===== config.mk =====
export PLATFORM = sky130hd
export DESIGN_NAME = multichannel_window_average_reporter_top_flat
export DESIGN_NICKNAME = d
export VERILOG_FILES = /design/src/rtl/mwar_pkg.sv /design/src/rtl/mwar_if.sv /design/src/rtl/mwar_front.sv /design/src/rtl/mwar_queue.sv /design/src/rtl/mwar_back.sv /design/src/rtl/multichannel_window_average_reporter_top.sv /design/src/flat_wrapper.sv
export SDC_FILE = /design/constraint.sdc
export NUM_CORES = 2
export LEC_CHECK = 0
export ABC_AREA = 1
export BUFFER_PORTS_ARGS = -buffer_cell sky130_fd_sc_hd__buf_2
export CAP_MARGIN = 20
export CELL_PAD_IN_SITES_DETAIL_PLACEMENT = 0
export CELL_PAD_IN_SITES_GLOBAL_PLACEMENT = 1
export CORE_ASPECT_RATIO = 1.25
export CORE_UTILIZATION = 35
export DETAILED_ROUTE_END_ITERATION = 10
export PLACE_DENSITY_LB_ADDON = 0.1
export SYNTH_ARGS = -nofsm -noshare
export SYNTH_HDL_FRONTEND = slang
export SYNTH_SLANG_ARGS = --single-unit

===== constraint.sdc =====
create_clock -name clk -period 5.31 [get_ports clk]
set_input_delay 1.062 -clock clk [delete_from_list [all_inputs] [get_ports clk]]
set_output_delay 1.062 -clock clk [all_outputs]
set_load 0.05 [all_outputs]

===== src/rtl/mwar_pkg.sv =====
`timescale 1ns / 1ps
`default_nettype none
// ----------------------------------------------------------------------------
// mwar_pkg
// shared widths, reset values and codes of the window average reporter
// ----------------------------------------------------------------------------
package mwar_pkg;

  // fixed field widths
  localparam int TYPE_W    = 8;
  localparam int SAMPLE_W  = 16;
  localparam int CHIDX_W   = 2;
  localparam int AVG_W     = 24;
  localparam int MSG_W     = 32;
  localparam int TICK_W    = 32;

  // configuration port
  localparam int CFG_IDX_W  = 1;
  localparam int CFG_DATA_W = 32;

  localparam logic [TYPE_W-1:0] BASE_RESET     = 8'd0;
  localparam logic [TICK_W-1:0] INTERVAL_RESET = 32'd1000000;

  // parameter defaults
  localparam int WINDOW_DEFAULT   = 16;
  localparam int CHANNELS_DEFAULT = 4;

  // depth of the queue between front and back
  localparam int QUEUE_DEPTH = 4;

  typedef enum logic {
    ITEM_SAMPLE = 1'b0,
    ITEM_TICK   = 1'b1
  } item_kind_t;

  typedef enum logic [CFG_IDX_W-1:0] {
    CFG_BASE_CHANNEL_TYPE = 1'b0,
    CFG_REPORT_INTERVAL   = 1'b1
  } cfg_reg_t;

endpackage
`default_nettype wire


===== src/rtl/mwar_if.sv =====
`timescale 1ns / 1ps
`default_nettype none
// ----------------------------------------------------------------------------
// mwar_if
// valid/ready channels for sample beats and report beats
// ----------------------------------------------------------------------------
interface mwar_in_if;
  import mwar_pkg::*;

  logic                valid;
  logic                ready;
  logic                mode;
  logic [TYPE_W-1:0]   type_code;
  logic [SAMPLE_W-1:0] sample_value;

  modport source (output valid, output mode, output type_code, output sample_value,
                  input ready);
  modport sink   (input valid, input mode, input type_code, input sample_value,
                  output ready);
endinterface

interface mwar_out_if;
  import mwar_pkg::*;

  logic               valid;
  logic               ready;
  logic [CHIDX_W-1:0] channel_index;
  logic [AVG_W-1:0]   average_q8;
  logic [MSG_W-1:0]   total_messages;

  modport source (output valid, output channel_index, output average_q8,
                  output total_messages, input ready);
  modport sink   (input valid, input channel_index, input average_q8,
                  input total_messages, output ready);
endinterface
`default_nettype wire


===== src/rtl/mwar_front.sv =====
`timescale 1ns / 1ps
`default_nettype none
// ----------------------------------------------------------------------------
// mwar_front
// accepts input beats, drops samples outside the channel range, packs the rest
// ----------------------------------------------------------------------------
module mwar_front #(
  parameter int CHANNELS = mwar_pkg::CHANNELS_DEFAULT,
  parameter int ENTRY_W  = 1 + 2 + mwar_pkg::SAMPLE_W
) (
  input  wire logic                          in_valid,
  output logic                               in_ready,
  input  wire logic                          in_mode,
  input  wire logic [mwar_pkg::TYPE_W-1:0]   in_channel_type,
  input  wire logic [mwar_pkg::SAMPLE_W-1:0] in_sample_value,
  input  wire logic [mwar_pkg::TYPE_W-1:0]   base_channel_type,
  input  wire logic                          q_full,
  output logic                               q_push,
  output logic [ENTRY_W-1:0]                 q_data
);
  import mwar_pkg::*;

  localparam int CH_W = (CHANNELS > 1) ? $clog2(CHANNELS) : 1;

  logic [TYPE_W:0] offset;
  logic            in_range;
  logic            is_tick;

  assign offset   = {1'b0, in_channel_type} - {1'b0, base_channel_type};
  assign in_range = !offset[TYPE_W] && (offset < (TYPE_W + 1)'(CHANNELS));
  assign is_tick  = item_kind_t'(in_mode) == ITEM_TICK;

  assign in_ready = !q_full;
  // out-of-range samples are taken and dropped here
  assign q_push   = in_valid && !q_full && (is_tick || in_range);
  assign q_data   = {in_mode, offset[CH_W-1:0], in_sample_value};

endmodule
`default_nettype wire


===== src/rtl/mwar_queue.sv =====
`timescale 1ns / 1ps
`default_nettype none
// ----------------------------------------------------------------------------
// mwar_queue
// short fifo between the classifier and the channel update pipeline
// ----------------------------------------------------------------------------
module mwar_queue #(
  parameter int DATA_W = 19,
  parameter int DEPTH  = mwar_pkg::QUEUE_DEPTH
) (
  input  wire logic              clk,
  input  wire logic              rst_n,
  input  wire logic              push,
  input  wire logic [DATA_W-1:0] push_data,
  output logic                   full,
  input  wire logic              pop,
  output logic                   pop_valid,
  output logic [DATA_W-1:0]      pop_data
);
  localparam int PTR_W = (DEPTH > 1) ? $clog2(DEPTH) : 1;
  localparam int CNT_W = $clog2(DEPTH + 1);

  logic [DATA_W-1:0] slot_r [DEPTH];
  logic [PTR_W-1:0]  wr_ptr_r, wr_ptr_nxt;
  logic [PTR_W-1:0]  rd_ptr_r, rd_ptr_nxt;
  logic [CNT_W-1:0]  count_r, count_nxt;

  assign full      = count_r == CNT_W'(DEPTH);
  assign pop_valid = count_r != '0;
  assign pop_data  = slot_r[rd_ptr_r];

  always_comb begin
    wr_ptr_nxt = wr_ptr_r;
    rd_ptr_nxt = rd_ptr_r;
    count_nxt  = count_r;
    if (push) begin
      wr_ptr_nxt = (wr_ptr_r == PTR_W'(DEPTH - 1)) ? '0 : wr_ptr_r + 1'b1;
    end
    if (pop) begin
      rd_ptr_nxt = (rd_ptr_r == PTR_W'(DEPTH - 1)) ? '0 : rd_ptr_r + 1'b1;
    end
    if (push && !pop) begin
      count_nxt = count_r + 1'b1;
    end else if (pop && !push) begin
      count_nxt = count_r - 1'b1;
    end
  end

  always_ff @(posedge clk) begin
    if (!rst_n) begin
      wr_ptr_r <= '0;
      rd_ptr_r <= '0;
      count_r  <= '0;
    end else begin
      wr_ptr_r <= wr_ptr_nxt;
      rd_ptr_r <= rd_ptr_nxt;
      count_r  <= count_nxt;
    end
  end

  always_ff @(posedge clk) begin
    if (push) begin
      slot_r[wr_ptr_r] <= push_data;
    end
  end

  a_pop_needs_data: assert property (@(posedge clk) disable iff (!rst_n)
    pop |-> pop_valid)
    else $error("queue popped while empty");

  a_push_needs_room: assert property (@(posedge clk) disable iff (!rst_n)
    push |-> !full)
    else $error("queue pushed while full");

  a_count_grows: assert property (@(posedge clk) disable iff (!rst_n)
    push && !pop |=> count_r == CNT_W'($past(count_r) + 1'b1))
    else $error("queue count lost a push");

endmodule
`default_nettype wire


===== src/rtl/mwar_back.sv =====
`timescale 1ns / 1ps
`default_nettype none
// ----------------------------------------------------------------------------
// mwar_back
// per-channel window update, report decision and q8 average
// ----------------------------------------------------------------------------
module mwar_back #(
  parameter int WINDOW   = mwar_pkg::WINDOW_DEFAULT,
  parameter int CHANNELS = mwar_pkg::CHANNELS_DEFAULT,
  parameter int ENTRY_W  = 1 + 2 + mwar_pkg::SAMPLE_W
) (
  input  wire logic                         clk,
  input  wire logic                         rst_n,
  input  wire logic                         q_valid,
  input  wire logic [ENTRY_W-1:0]           q_data,
  output logic                              q_pop,
  input  wire logic [mwar_pkg::TICK_W-1:0]  report_interval,
  output logic                              out_valid,
  input  wire logic                         out_ready,
  output logic [mwar_pkg::CHIDX_W-1:0]      out_channel_index,
  output logic [mwar_pkg::AVG_W-1:0]        out_average_q8,
  output logic [mwar_pkg::MSG_W-1:0]        out_total_messages
);
  import mwar_pkg::*;

  localparam int CH_W      = (CHANNELS > 1) ? $clog2(CHANNELS) : 1;
  localparam int POS_W     = $clog2(WINDOW);
  localparam int FILL_W    = $clog2(WINDOW + 1);
  localparam int SUM_W     = SAMPLE_W + POS_W;
  localparam int ADDR_W    = CH_W + POS_W;
  localparam int MEM_DEPTH = 1 << ADDR_W;
  // average = floor(sum * 256 / WINDOW) = (sum * RECIP) >> SHIFT
  localparam int RECIP_L   = SUM_W + 8 + POS_W;
  localparam int SHIFT     = RECIP_L - 8;
  localparam longint unsigned RECIP =
    ((64'd1 << RECIP_L) + 64'(WINDOW) - 64'd1) / 64'(WINDOW);
  localparam int RECIP_W   = $clog2(RECIP + 1);
  localparam int PROD_W    = SUM_W + RECIP_W;
  localparam logic [RECIP_W-1:0] RECIP_M = RECIP_W'(RECIP);

  // stage 1: channel counters and window ring
  logic                is_sample, is_tick, adv;
  item_kind_t          item_kind;
  logic [CH_W-1:0]     item_ch;
  logic [SAMPLE_W-1:0] item_value;

  logic [POS_W-1:0]  pos_r   [CHANNELS];
  logic [FILL_W-1:0] fill_r  [CHANNELS];
  logic [POS_W-1:0]  phase_r [CHANNELS];
  logic [MSG_W-1:0]  msg_r   [CHANNELS];
  logic [TICK_W-1:0] ticks_r [CHANNELS];
  logic [TICK_W-1:0] ticks_nxt [CHANNELS];
  logic [SUM_W-1:0]  sum_r   [CHANNELS];

  logic [SAMPLE_W-1:0] win_mem [MEM_DEPTH];
  logic [ADDR_W-1:0]   win_addr;

  logic [POS_W-1:0]  cur_pos, pos_nxt, cur_phase, phase_nxt;
  logic [FILL_W-1:0] cur_fill, fill_nxt;
  logic [MSG_W-1:0]  cur_msg, msg_nxt;
  logic              full_old, report;

  // stage 2: running sum
  logic                s2_valid_r, s2_full_r, s2_report_r;
  logic [CH_W-1:0]     s2_ch_r;
  logic [SAMPLE_W-1:0] s2_value_r, old_sample_r;
  logic [MSG_W-1:0]    s2_msg_r;
  logic [SUM_W-1:0]    sum_nxt;

  // stage 3: average multiply
  logic             s3_valid_r;
  logic [CH_W-1:0]  s3_ch_r;
  logic [SUM_W-1:0] s3_sum_r;
  logic [MSG_W-1:0] s3_msg_r;
  logic [PROD_W-1:0] prod;

  // output register
  logic             out_valid_r;
  logic [CH_W-1:0]  out_ch_r;
  logic [AVG_W-1:0] out_avg_r;
  logic [MSG_W-1:0] out_msg_r;
  logic [31:0]      out_ch_wide;

  assign adv        = !out_valid_r || out_ready;
  assign q_pop      = adv && q_valid;
  assign item_kind  = item_kind_t'(q_data[ENTRY_W-1]);
  assign item_ch    = q_data[SAMPLE_W +: CH_W];
  assign item_value = q_data[SAMPLE_W-1:0];
  assign is_sample  = q_pop && (item_kind == ITEM_SAMPLE);
  assign is_tick    = q_pop && (item_kind == ITEM_TICK);

  always_comb begin
    cur_pos   = pos_r[item_ch];
    cur_fill  = fill_r[item_ch];
    cur_phase = phase_r[item_ch];
    cur_msg   = msg_r[item_ch];
    full_old  = cur_fill == FILL_W'(WINDOW);
    fill_nxt  = full_old ? cur_fill : cur_fill + 1'b1;
    pos_nxt   = (cur_pos == POS_W'(WINDOW - 1)) ? '0 : cur_pos + 1'b1;
    msg_nxt   = cur_msg + 1'b1;
    // phase follows message count mod window, including the 2^32 wrap
    phase_nxt = (msg_nxt == '0 || cur_phase == POS_W'(WINDOW - 1)) ? '0
                                                                   : cur_phase + 1'b1;
    report    = (fill_nxt == FILL_W'(WINDOW)) &&
                (phase_nxt == '0 || ticks_r[item_ch] >= report_interval);
    win_addr  = {item_ch, cur_pos};
  end

  always_comb begin
    for (int c = 0; c < CHANNELS; c++) begin
      ticks_nxt[c] = ticks_r[c];
      if (is_tick && ticks_r[c] != '1) begin
        ticks_nxt[c] = ticks_r[c] + 1'b1;
      end
      if (is_sample && report && CH_W'(c) == item_ch) begin
        ticks_nxt[c] = '0;
      end
    end
  end

  always_ff @(posedge clk) begin
    if (!rst_n) begin
      for (int c = 0; c < CHANNELS; c++) begin
        pos_r[c]   <= '0;
        fill_r[c]  <= '0;
        phase_r[c] <= '0;
        msg_r[c]   <= '0;
        ticks_r[c] <= '0;
      end
    end else begin
      ticks_r <= ticks_nxt;
      if (is_sample) begin
        pos_r[item_ch]   <= pos_nxt;
        fill_r[item_ch]  <= fill_nxt;
        phase_r[item_ch] <= phase_nxt;
        msg_r[item_ch]   <= msg_nxt;
      end
    end
  end

  // read-first ring: the evicted sample comes out as the new one goes in
  always_ff @(posedge clk) begin
    if (is_sample) begin
      old_sample_r      <= win_mem[win_addr];
      win_mem[win_addr] <= item_value;
    end
  end

  always_ff @(posedge clk) begin
    if (!rst_n) begin
      s2_valid_r <= 1'b0;
    end else if (adv) begin
      s2_valid_r <= is_sample;
    end
  end

  always_ff @(posedge clk) begin
    if (is_sample) begin
      s2_ch_r     <= item_ch;
      s2_value_r  <= item_value;
      s2_full_r   <= full_old;
      s2_report_r <= report;
      s2_msg_r    <= msg_nxt;
    end
  end

  assign sum_nxt = sum_r[s2_ch_r] - (s2_full_r ? SUM_W'(old_sample_r) : '0)
                   + SUM_W'(s2_value_r);

  always_ff @(posedge clk) begin
    if (!rst_n) begin
      for (int c = 0; c < CHANNELS; c++) begin
        sum_r[c] <= '0;
      end
      s3_valid_r <= 1'b0;
    end else if (adv) begin
      if (s2_valid_r) begin
        sum_r[s2_ch_r] <= sum_nxt;
      end
      s3_valid_r <= s2_valid_r && s2_report_r;
    end
  end

  always_ff @(posedge clk) begin
    if (adv && s2_valid_r) begin
      s3_ch_r  <= s2_ch_r;
      s3_sum_r <= sum_nxt;
      s3_msg_r <= s2_msg_r;
    end
  end

  assign prod = PROD_W'(s3_sum_r) * PROD_W'(RECIP_M);

  always_ff @(posedge clk) begin
    if (!rst_n) begin
      out_valid_r <= 1'b0;
    end else if (adv) begin
      out_valid_r <= s3_valid_r;
    end
  end

  always_ff @(posedge clk) begin
    if (adv && s3_valid_r) begin
      out_ch_r  <= s3_ch_r;
      out_avg_r <= prod[SHIFT +: AVG_W];
      out_msg_r <= s3_msg_r;
    end
  end

  assign out_ch_wide        = 32'(out_ch_r);
  assign out_valid          = out_valid_r;
  assign out_channel_index  = out_ch_wide[CHIDX_W-1:0];
  assign out_average_q8     = out_avg_r;
  assign out_total_messages = out_msg_r;

  a_report_clears_ticks: assert property (@(posedge clk) disable iff (!rst_n)
    is_sample && report |=> ticks_r[$past(item_ch)] == '0)
    else $error("report did not clear tick counter");

  a_report_on_full_window: assert property (@(posedge clk) disable iff (!rst_n)
    is_sample && report |=> fill_r[$past(item_ch)] == FILL_W'(WINDOW))
    else $error("report issued on a partial window");

  a_out_from_pipe: assert property (@(posedge clk) disable iff (!rst_n)
    $rose(out_valid_r) |-> $past(s3_valid_r))
    else $error("report beat without a report in flight");

endmodule
`default_nettype wire


===== src/rtl/multichannel_window_average_reporter_top.sv =====
`timescale 1ns / 1ps
`default_nettype none
// ----------------------------------------------------------------------------
// multichannel_window_average_reporter_top
// sliding window average per channel with count and timeout driven reports
// ----------------------------------------------------------------------------
// usage
//   in_ch  : one beat is a sample (mode 0, channel type, value) or a tick
//            (mode 1). samples whose type is outside base .. base+CHANNELS-1
//            are taken and dropped
//   out_ch : one report beat (channel index, average in q.8, message count)
//            for a sample that fills a window at a multiple of WINDOW
//            messages or after report_interval ticks since the last report
//   cfg_*  : write enable, register index, data; write only while idle
// throughput: one beat per cycle while no report waits on a stalled out_ch,
//   set by the ring read/write per sample and the running sum update
// path: a report passes the queue, the counter/ring stage, the sum stage and
//   the multiply into the output register
// stall: out_ch not ready while a report waits freezes the back pipeline; the
//   4-entry queue keeps taking beats until full, then in_ch.ready drops
// reset: synchronous rst_n clears counters, sums, queue and valid flags;
//   base resets to 0 and the interval to 1000000 ticks
// ----------------------------------------------------------------------------
module multichannel_window_average_reporter_top #(
  parameter int WINDOW   = mwar_pkg::WINDOW_DEFAULT,
  parameter int CHANNELS = mwar_pkg::CHANNELS_DEFAULT
) (
  input  wire logic                            clk,
  input  wire logic                            rst_n,
  mwar_in_if.sink                              in_ch,
  mwar_out_if.source                           out_ch,
  input  wire logic                            cfg_we,
  input  wire logic [mwar_pkg::CFG_IDX_W-1:0]  cfg_index,
  input  wire logic [mwar_pkg::CFG_DATA_W-1:0] cfg_wdata
);
  import mwar_pkg::*;

  localparam int CH_W    = (CHANNELS > 1) ? $clog2(CHANNELS) : 1;
  localparam int ENTRY_W = 1 + CH_W + SAMPLE_W;

  // configuration registers
  logic [TYPE_W-1:0] base_r;
  logic [TICK_W-1:0] interval_r;

  // front to queue, queue to back
  logic               q_push, q_full, q_pop, q_valid;
  logic [ENTRY_W-1:0] q_wdata, q_rdata;

  always_ff @(posedge clk) begin
    if (!rst_n) begin
      base_r     <= BASE_RESET;
      interval_r <= INTERVAL_RESET;
    end else if (cfg_we) begin
      unique case (cfg_reg_t'(cfg_index))
        CFG_BASE_CHANNEL_TYPE: base_r     <= cfg_wdata[TYPE_W-1:0];
        CFG_REPORT_INTERVAL:   interval_r <= cfg_wdata[TICK_W-1:0];
        default:               base_r     <= base_r;
      endcase
    end
  end

  // classify and drop out-of-range samples
  mwar_front #(
    .CHANNELS (CHANNELS),
    .ENTRY_W  (ENTRY_W)
  ) u_front (
    .in_valid          (in_ch.valid),
    .in_ready          (in_ch.ready),
    .in_mode           (in_ch.mode),
    .in_channel_type   (in_ch.type_code),
    .in_sample_value   (in_ch.sample_value),
    .base_channel_type (base_r),
    .q_full            (q_full),
    .q_push            (q_push),
    .q_data            (q_wdata)
  );

  // decouples input acceptance from output stalls
  mwar_queue #(
    .DATA_W (ENTRY_W),
    .DEPTH  (QUEUE_DEPTH)
  ) u_queue (
    .clk       (clk),
    .rst_n     (rst_n),
    .push      (q_push),
    .push_data (q_wdata),
    .full      (q_full),
    .pop       (q_pop),
    .pop_valid (q_valid),
    .pop_data  (q_rdata)
  );

  // window update, report decision and average
  mwar_back #(
    .WINDOW   (WINDOW),
    .CHANNELS (CHANNELS),
    .ENTRY_W  (ENTRY_W)
  ) u_back (
    .clk                (clk),
    .rst_n              (rst_n),
    .q_valid            (q_valid),
    .q_data             (q_rdata),
    .q_pop              (q_pop),
    .report_interval    (interval_r),
    .out_valid          (out_ch.valid),
    .out_ready          (out_ch.ready),
    .out_channel_index  (out_ch.channel_index),
    .out_average_q8     (out_ch.average_q8),
    .out_total_messages (out_ch.total_messages)
  );

endmodule
`default_nettype wire


===== src/flat_wrapper.sv =====
// flat-port wrapper written by rule: the top's interface ports become plain ports
module multichannel_window_average_reporter_top_flat import mwar_pkg::*;
#(
  parameter int WINDOW   = mwar_pkg::WINDOW_DEFAULT,
  parameter int CHANNELS = mwar_pkg::CHANNELS_DEFAULT
)
  (clk, rst_n, cfg_we, cfg_index, cfg_wdata, in_ch_valid, in_ch_mode, in_ch_type_code, in_ch_sample_value, in_ch_ready, out_ch_valid, out_ch_channel_index, out_ch_average_q8, out_ch_total_messages, out_ch_ready);
  mwar_in_if in_ch_i ();
  mwar_out_if out_ch_i ();
  input  wire logic clk;
  input  wire logic rst_n;
  input  wire logic cfg_we;
  input  wire logic [mwar_pkg::CFG_IDX_W-1:0] cfg_index;
  input  wire logic [mwar_pkg::CFG_DATA_W-1:0] cfg_wdata;
  input wire logic [$bits(in_ch_i.valid)-1:0] in_ch_valid;
  input wire logic [$bits(in_ch_i.mode)-1:0] in_ch_mode;
  input wire logic [$bits(in_ch_i.type_code)-1:0] in_ch_type_code;
  input wire logic [$bits(in_ch_i.sample_value)-1:0] in_ch_sample_value;
  output wire logic [$bits(in_ch_i.ready)-1:0] in_ch_ready;
  output wire logic [$bits(out_ch_i.valid)-1:0] out_ch_valid;
  output wire logic [$bits(out_ch_i.channel_index)-1:0] out_ch_channel_index;
  output wire logic [$bits(out_ch_i.average_q8)-1:0] out_ch_average_q8;
  output wire logic [$bits(out_ch_i.total_messages)-1:0] out_ch_total_messages;
  input wire logic [$bits(out_ch_i.ready)-1:0] out_ch_ready;
  assign in_ch_i.valid = in_ch_valid;
  assign in_ch_i.mode = in_ch_mode;
  assign in_ch_i.type_code = in_ch_type_code;
  assign in_ch_i.sample_value = in_ch_sample_value;
  assign in_ch_ready = in_ch_i.ready;
  assign out_ch_valid = out_ch_i.valid;
  assign out_ch_channel_index = out_ch_i.channel_index;
  assign out_ch_average_q8 = out_ch_i.average_q8;
  assign out_ch_total_messages = out_ch_i.total_messages;
  assign out_ch_i.ready = out_ch_ready;
  multichannel_window_average_reporter_top #(.WINDOW(WINDOW), .CHANNELS(CHANNELS)) u_core (.clk(clk), .rst_n(rst_n), .in_ch(in_ch_i), .out_ch(out_ch_i), .cfg_we(cfg_we), .cfg_index(cfg_index), .cfg_wdata(cfg_wdata));
endmodule

==> impl_metrics.csv <==
group,metric,value,unit
synth,ys_ff_latch,1718,
synth,synth.avg_cell_area,12.3,µm²
detailed_routing,drtAntennaViolNets,0,
global_routing,grt_overflow,0,
clock_network,cts_tree,"done",
pwr,cellPowerDensity,661,mW/mm²
detailed_routing,drt_iter0_drc,3097,
timing,setup_tns,0,ns
timing,fmax,208,MHz
critical_path,worstPathRequired,5.88,ns
global_routing,grt_max_degree,66,
global_routing,grt_pass1_vias,45300,
clock_network,h-tree-depth,4,
clock_network,clk_latency,0.84,ns
layout,final_cell_mix,"1536 x edfxtp_1, 1080 x nand2_1, 631 x nor2_1",
detailed_routing,drt_wl_total,218,mm
run_status,status,"finished, final reports clean",
layout,final_nets,6232,
timing,setup_viol,0,
clock_network,cts_buffers,182,
detailed_routing,post_drt_via_cell_ratio,5.06,
critical_path,cpPeakStageDelay,0.52,ns
floorplan,core,0.201,mm²
layout,fillCellCount,19000,
pwr,p_leak,0.0291,µW
critical_path,endpoint_kind,"flop",
hold_path,hp-class,"flop to flop",
clock_network,cts_repair_resize_count,0,
hold_path,hold_start,"u_core.u_back.s3_sum_r[7]",
global_routing,grt_pass1_wl,316,mm
critical_path,r2r_setup_slack,0.49,ns
clock_network,clockRootBuffer,"clkbuf_16",
hold_path,min_path_cells,0,
synth,synth_cell_types,61,
clock_network,cts_setup_buffers,0,
pwr,finalPower,54000,µW
synth,syn_area,0.0707,mm²
clock_network,cts.sinks,1718,
timing,finalCritPeriodShare,90.7,%
timing,slew_headroom,28.2,%
floorplan,die_x,404,µm
layout,multi_input_area,0.0180,mm²
clock_network,hold_buffers,0,
critical_path,crit_path_start_kind,"flop",
timing,hold_viol,0,
layout,regArea,0.0498,mm²
critical_path,path_class,"flop to flop",
pwr,peakVddDrop,509,µV
synth,async_flop_share,0,%
floorplan,dieArea,0.204,mm²
critical_path,cp.arrival,5.39,ns
layout,layout-drive-gt1-share,12.0,%
synth,synthCells,5755,
timing,grt_setup_unrepaired,"false",
floorplan,die_y,504,µm
timing,clock_skew,0.0325,ns
critical_path,crit_slowest_cell,"fa_1",
synth,synth-edff-count,1536,
detailed_routing,vias,45200,
layout,layout_commonest_cell,"edfxtp_1",
floorplan,pin_count,123,
detailed_routing,drc,0,
global_routing,grt.total_usage,21.2,%
clock_network,clock_path_buffers,3,
critical_path,reg2reg_depth,23,
place,io_buffer_count,118,
hold_path,whs_endpoint,"u_core.u_back.out_average_q8[11]",
critical_path,worstPathCellList,"inv_1, buf_4, nand2_1, a32o_1, fa_1, inv_1, ha_1, nand2_1, o21ai_0, a21oi_1, o21bai_1, nand2_1, nand2_1, nand2_1, nand2_1, a21oi_1, o21bai_1, a21boi_0, o21ai_0, a21boi_0, o21ai_0, xnor2_2, nor2_1",
critical_path,cp_max_fo,18,
detailed_routing,first_pass_iters,8,
critical_path,r2r_end,"u_core.u_back.sum_r[0][18]",
floorplan,initial_utilization,35.2,%
timing,finalMaxSlewViolations,0,
layout,area_growth,15.7,%
global_routing,antenna_found_initial,6,
detailed_routing,routedWlPerCell,24.4,µm
place,gp_congestion,0.874,
timing,min_period,4.82,ns
synth,synthFlopType,"edfxtp_1",
run,drv.max_cap_violation_count,0,
timing,tightestPinTransition,1.08,ns
synth,synth-seq-area-share,70.4,%
synth,ys_warn_count,0,
floorplan,placement_rows,184,
critical_path,crit_path_frequent_cell,"nand2_1",
clock_network,clk_pin_slew,0.06,ns
place,dpl.hpwl,143,mm
## Yosys cell counts, types with 11 or more instances
library cell | number | area (µm²)
buf_2 | 80 | 400
fa_1 | 18 | 360
nor2_1 | 636 | 2390
a221oi_1 | 149 | 1310
a21boi_1 | 12 | 90.1
nand3b_1 | 26 | 195
nand4_1 | 152 | 951
buf_1 | 30 | 113
o21ai_0 | 143 | 716
ha_1 | 75 | 938
nor2_2 | 22 | 138
inv_1 | 526 | 1970
xnor2_1 | 35 | 307
edfxtp_1 | 1536 | 46100
a22o_1 | 130 | 1140
nor3_1 | 50 | 250
a22oi_1 | 116 | 871
o21ai_1 | 11 | 55.1
a21oi_1 | 120 | 601
nand3_1 | 148 | 741
xor2_1 | 109 | 955
buf_4 | 24 | 180
o22ai_1 | 64 | 400
nand2_2 | 18 | 113
dfxtp_1 | 182 | 3640
a32o_1 | 18 | 180
nand2_1 | 1087 | 4080
clkbuf_1 | 102 | 383
## critical path, delay by kind of cell, from the launching register on
kind	cells	cell delay, ns
AOI/OAI and AO/OA	10	2.18
adders and majority gates	2	0.86
buffers and inverters	3	0.50
and+or+nand+nor	7	0.49
DFF	1	0.31
xor gates and xnor gates	1	0.20
## registers in the layout, summed over array words and instances, names as in the netlist, 3 cells and up, named ones only
name / flops
u_core.u_back.ticks_r: 128
u_core.u_back.msg_r: 128
u_core.u_back.s3_sum_r: 20
u_core.u_back.out_average_q8: 20
u_core.u_back.sum_r: 80
u_core.u_queue.count_r: 3
u_core.base_r: 8
u_core.u_back.out_total_messages: 32
u_core.u_queue.slot_r: 76
u_core.u_back.s2_msg_r: 32
u_core.u_back.s2_value_r: 16
u_core.interval_r: 32
u_core.u_back.fill_r: 20
u_core.u_back.phase_r: 16
u_core.u_back.s3_msg_r: 32
u_core.u_back.win_mem: 1024
u_core.u_back.old_sample_r: 16
u_core.u_back.pos_r: 16
## how the worst max path moves through the flow
stage                                      end  cells past startpoint         start
finish              u_core.u_back.sum_r[0][18]                     23          flop
global route        u_core.u_back.sum_r[1][18]                     23          flop
CTS                 u_core.u_back.sum_r[3][17]                     20          flop
detailed placement   u_core.u_back.ticks_r[95]                     19  out_ch_ready
global placement     u_core.u_back.ticks_r[95]                     19  out_ch_ready
floorplan           u_core.u_back.sum_r[1][18]                     25          flop
## where the power goes
| group | switching, µW | internal, µW |
|---|---|---|
| combinational | 16800 | 6200 |
| sequential | 443 | 18300 |
| clock | 5420 | 6920 |
## kinds of logic after synthesis
group	synth area share (%)
muxes	0.0142
xor gates and xnor gates	1.78
DFF	70.4
adders and majority gates	1.84
AOI/OAI and AO/OA	8.25
and+or+nand+nor	13.2
buffers and inverters	4.55
other	0.00530
## through the flow
stage	instance area, µm²	worst slack [ns]	utilization [%]	hold slack, ns	cells
floorplan	70700	0.843	-	0.400	5758
global placement	76100	0.413	37.8	0.401	8589
detailed placement	76100	0.416	37.8	0.405	8589
CTS	81800	0.401	40.7	0.366	8922
global route	81800	0.00195	40.7	0.407	8923
finish	81800	0.493	40.7	0.406	8923
## metal layers
layer  track usage, %  vias up  wire length [µm]
met1             27.5    22800             94400
met5                0        -                 7
met2             37.0      976            110000
met4             6.02        2              5690
met3             2.66      269              8190
li1                 -    21100                 -
## layout make-up
type                    instances  area share (%)
clock inverters                95            1.03
flip-flops and latches       1718            60.9
multi-input cells            3254            22.0
clock buffers                 238            5.95
diodes                          1         0.00306
repair buffers                380            3.49
inverters                     540            2.50
well taps                    2697            4.13
Note: power is estimated with default switching activity, not from simulation.
